### src/hw/rtl/tpst_skid.sv
// Two-entry output queue that decouples the pipeline from the result receiver.
// Full flag is registered and stalls the whole pipeline. Standalone.
`timescale 1ns / 1ps
`default_nettype none

module tpst_skid #(
  parameter int unsigned W = 66
) (
  input  logic         clk_i,
  input  logic         rst_ni,
  input  logic         push_i,
  input  logic [W-1:0] data_i,
  output logic         full_o,
  output logic         valid_o,
  input  logic         ready_i,
  output logic [W-1:0] data_o
);

  logic [W-1:0] mem_q [2];
  logic [1:0]   count_q, count_d;
  logic         wr_q, rd_q;
  logic         pop;

  assign pop     = valid_o && ready_i;
  assign valid_o = count_q != 2'd0;
  assign full_o  = count_q == 2'd2;
  assign data_o  = mem_q[rd_q];

  always_comb begin
    count_d = count_q + 2'(push_i) - 2'(pop);
  end

  always_ff @(posedge clk_i or negedge rst_ni) begin
    if (!rst_ni) begin
      count_q <= '0;
      wr_q    <= 1'b0;
      rd_q    <= 1'b0;
    end else begin
      count_q <= count_d;
      if (push_i) wr_q <= !wr_q;
      if (pop) rd_q <= !rd_q;
    end
  end

  always_ff @(posedge clk_i) begin
    if (push_i) mem_q[wr_q] <= data_i;
  end

`ifndef SYNTHESIS
  a_no_overflow: assert property (@(posedge clk_i) disable iff (!rst_ni)
    full_o |-> !push_i) else $error("push into full queue");
  a_count_range: assert property (@(posedge clk_i) disable iff (!rst_ni)
    count_q != 2'd3) else $error("queue count out of range");
  a_full_drains: assert property (@(posedge clk_i) disable iff (!rst_ni)
    (full_o && ready_i) |=> !full_o) else $error("full queue did not drain");
`endif

endmodule

`default_nettype wire

### config.mk
export PLATFORM = sky130hd
export DESIGN_NAME = tpst_skid
export DESIGN_NICKNAME = d
export VERILOG_FILES = /design/src/hw/rtl/tpst_skid.sv
export SDC_FILE = /design/constraint.sdc
export NUM_CORES = 1
export LEC_CHECK = 0
export ABC_AREA = 1
export BUFFER_PORTS_ARGS = -buffer_cell sky130_fd_sc_hd__buf_2
export CAP_MARGIN = 25
export CORE_UTILIZATION = 30
export CTS_BUF_LIST = sky130_fd_sc_hd__clkbuf_4
export DETAILED_ROUTE_END_ITERATION = 12
export PLACE_DENSITY = 0.54
export SYNTH_ARGS = -nofsm -noshare
export SYNTH_HDL_FRONTEND = slang
export SYNTH_SLANG_ARGS = --single-unit
### constraint.sdc
create_clock -name clk_i -period 4.55 [get_ports clk_i]
set_input_delay 0.455 -clock clk_i [delete_from_list [all_inputs] [get_ports clk_i]]
set_output_delay 0.455 -clock clk_i [all_outputs]
set_load 0.03 [all_outputs]
==> run metrics <==
outcome finished, final reports clean; Worst path most repeated cell nand2_1; TritonRoute pass-1 iters 5; initial DRC count 144; initial antenna violation count 0; final count of pins violating max slew 0; Worst slew margin 37.9%; I/O Buffers 137; Net Switching 1.75 mW; TritonCTS clock tree yes; YS warnings 0; Sequential Power Share 40.6%; clock power share 19.9%; die height 132 um; leakage 2.70 nW; FP Rows 47; CP required 4.09 ns; minimum hold slack 0.108 ns; GPL Wtd Cong 0.725; Reg clk slew, reported paths 0.11 ns; Nets 593; Hold Vio Cnt, Final 0; # resized after CTS 0; Mapped Cells 375; worst-margin pin slew 0.930 ns; min cycle time layout 2.63 ns; dpl hpwl 6190 um; Avg WL per Cell 13.2 um; Final Cycle Share 57.8%; sequential area share after synthesis 80.6%; Residual DRC 0; CTS sink count 136; WS Path Type register to output pin; RSZ-0062 raised after global routing no; register bit count reported by yosys 136; WP data arrival 2.17 ns; vias 3094; setup TNS 0 ns; area of the multi-input gates 840 sq um; global-route wire length before repair 16100 um; Initial Util 30.6%; Critical Path Fanout Max 48; die area 17300 sq um; largest net degree at the start of global routing 68; Syn Nets 447; max cap viols 0; Final Cell Area 6240 sq um; ant diodes 0; total grt overflow 0; number of global-route vias before repair 3178; layout cells sized above 1 32.3%; Post-Syn Area 5040 sq um; filler cell count 1669; maximum clock rate 0.380 GHz; crit-path cells inv_2 -> buf_4 -> nand2_1 -> nand2_1 -> buf_2; FF+latch area 4070 sq um; CTS H-Tree Depth 4; Routed Wire Length 9970 um; syn_area_per_cell 13.4 sq um; Critical Path End Type output pin; CP max stage cell buf_4; Routed Antenna Nets 0; Max VDD drop 0.000381 V; die width 132 um; combinational power share 39.5%; Setup crit start kind register; Post-Route Skew 0.00909 ns; vias per cell 4.11; Clk Latency, worst-skew pair 0.53 ns; GRT Resource Usage Total 12.3%; IO Pins 138; count of cell types in the netlist 12; CTS root buffer clkbuf_4; CP peak stage delay 0.53 ns; Core Box Area 16500 sq um; Cell Int Power 2.49 mW; worst hold path type input port to register; count of final setup violators 0; Layout area overhead 23.8%; DP Area 5930 sq um; Power Dens Cells 679 nW/um^2; Sw Share 41.2%; total CTS buffers 17; Longest Clk Path Bufs 2
[per-stage QoR]
stage | util [%] | instances | power (mW) | setup WS [ns]
4_1_cts | 37.9 | 753 | 4.32 | 1.81
3_3_place_gp | 36.0 | 721 | 3.44 | 2.19
5_1_grt | 37.9 | 753 | 4.52 | 1.66
6_report | 37.9 | 753 | 4.24 | 1.92
3_5_place_dp | 36.0 | 721 | 3.46 | 2.15
2_1_floorplan | - | 375 | 2.99 | 0.795
[synth_stat cells]
cell / number / share of area, %
nor2_1: 2 / 0.15
ha_1: 2 / 0.50
nand2_1: 208 / 15
inv_1: 8 / 0.60
buf_6: 5 / 1.1
buf_2: 8 / 0.79
dfrtp_1: 4 / 2.0
xor2_1: 1 / 0.17
nand3_1: 2 / 0.20
inv_2: 1 / 0.074
buf_4: 2 / 0.30
edfxtp_1: 132 / 79
[area by class of cell]
| type | count | share of cell area (%) |
|---|---|---|
| clock buffers | 19 | 2.29 |
| flip-flops and latches | 136 | 65.1 |
| well taps | 220 | 4.41 |
| inverters | 9 | 0.541 |
| multi-input cells | 215 | 13.5 |
| repair buffers | 142 | 11.6 |
| clock inverters | 12 | 2.53 |
[metal layers]
metal	global-route usage, %	up-vias	part of all wire, %
li1	-	1547	-
met1	15.2	1449	45
met2	19.2	88	47
met3	5.17	10	6.4
met4	4.46	0	1.2
met5	0	-	0
[power groups by stage]
stage                     registers [mW]  logic [mW]  clock network [mW]
after floorplan                     1.75        1.24                   0
after global placement              1.74        1.70                   0
after detailed placement            1.75        1.71                   0
after CTS                           1.72        1.72               0.882
after global routing                1.74        1.84               0.931
final                               1.72        1.67               0.845
[sequential cells by signal, indices dropped and copies added (netlist names)]
register  flops
count_q       2
wr_q          1
mem_q       132
rd_q          1
[logic make-up after synthesis]
group,share of synthesized area [%]
xor+xnor,0.174
flops,80.6
buf+inv,2.88
simple gates,15.8
fa+ha+maj,0.496
[layout by cell type, fill, tap and decap left out, drive strengths merged]
cell	netlist	final
clkinv	0	7
edfxtp	132	132
nand3	2	2
xor2	1	1
clkbuf	0	19
dlygate4sd3	0	1
inv	9	9
nand2	208	208
nor2	2	2
clkinvlp	0	1
dfrtp	4	4
bufinv	0	4
ha	2	2
buf	15	141
[worst max-delay path: cells and delay by family, from the launching register on]
family / cells / cell delay, ns
buffers and inverters: 3 / 1.01
DFF: 1 / 0.42
and+or+nand+nor: 2 / 0.20
[path summary, 6_finish.rpt]
path	to	cells past startpoint	slack, ns	from
setup / recovery	data_o[21]	5	1.92	rd_q
hold / removal	mem_q[0][48]	1	0.11	data_i[48]
setup reg to reg	mem_q[0][39]	2	2.40	wr_q
hold reg to reg	wr_q	1	0.56	wr_q
max in group asynchronous	rd_q	2	4.16	rst_ni
min in group asynchronous	count_q[0]	2	0.25	rst_ni
[what timing repair did]
action | 4_1_cts | 5_1_grt
setup buffers | 0 | 0
hold buffers | 1 | 0
setup endpoints to repair | 0 | 0
hold endpoints to repair | 4 | 0
No activity file was read; power rests on OpenSTA's default activity.
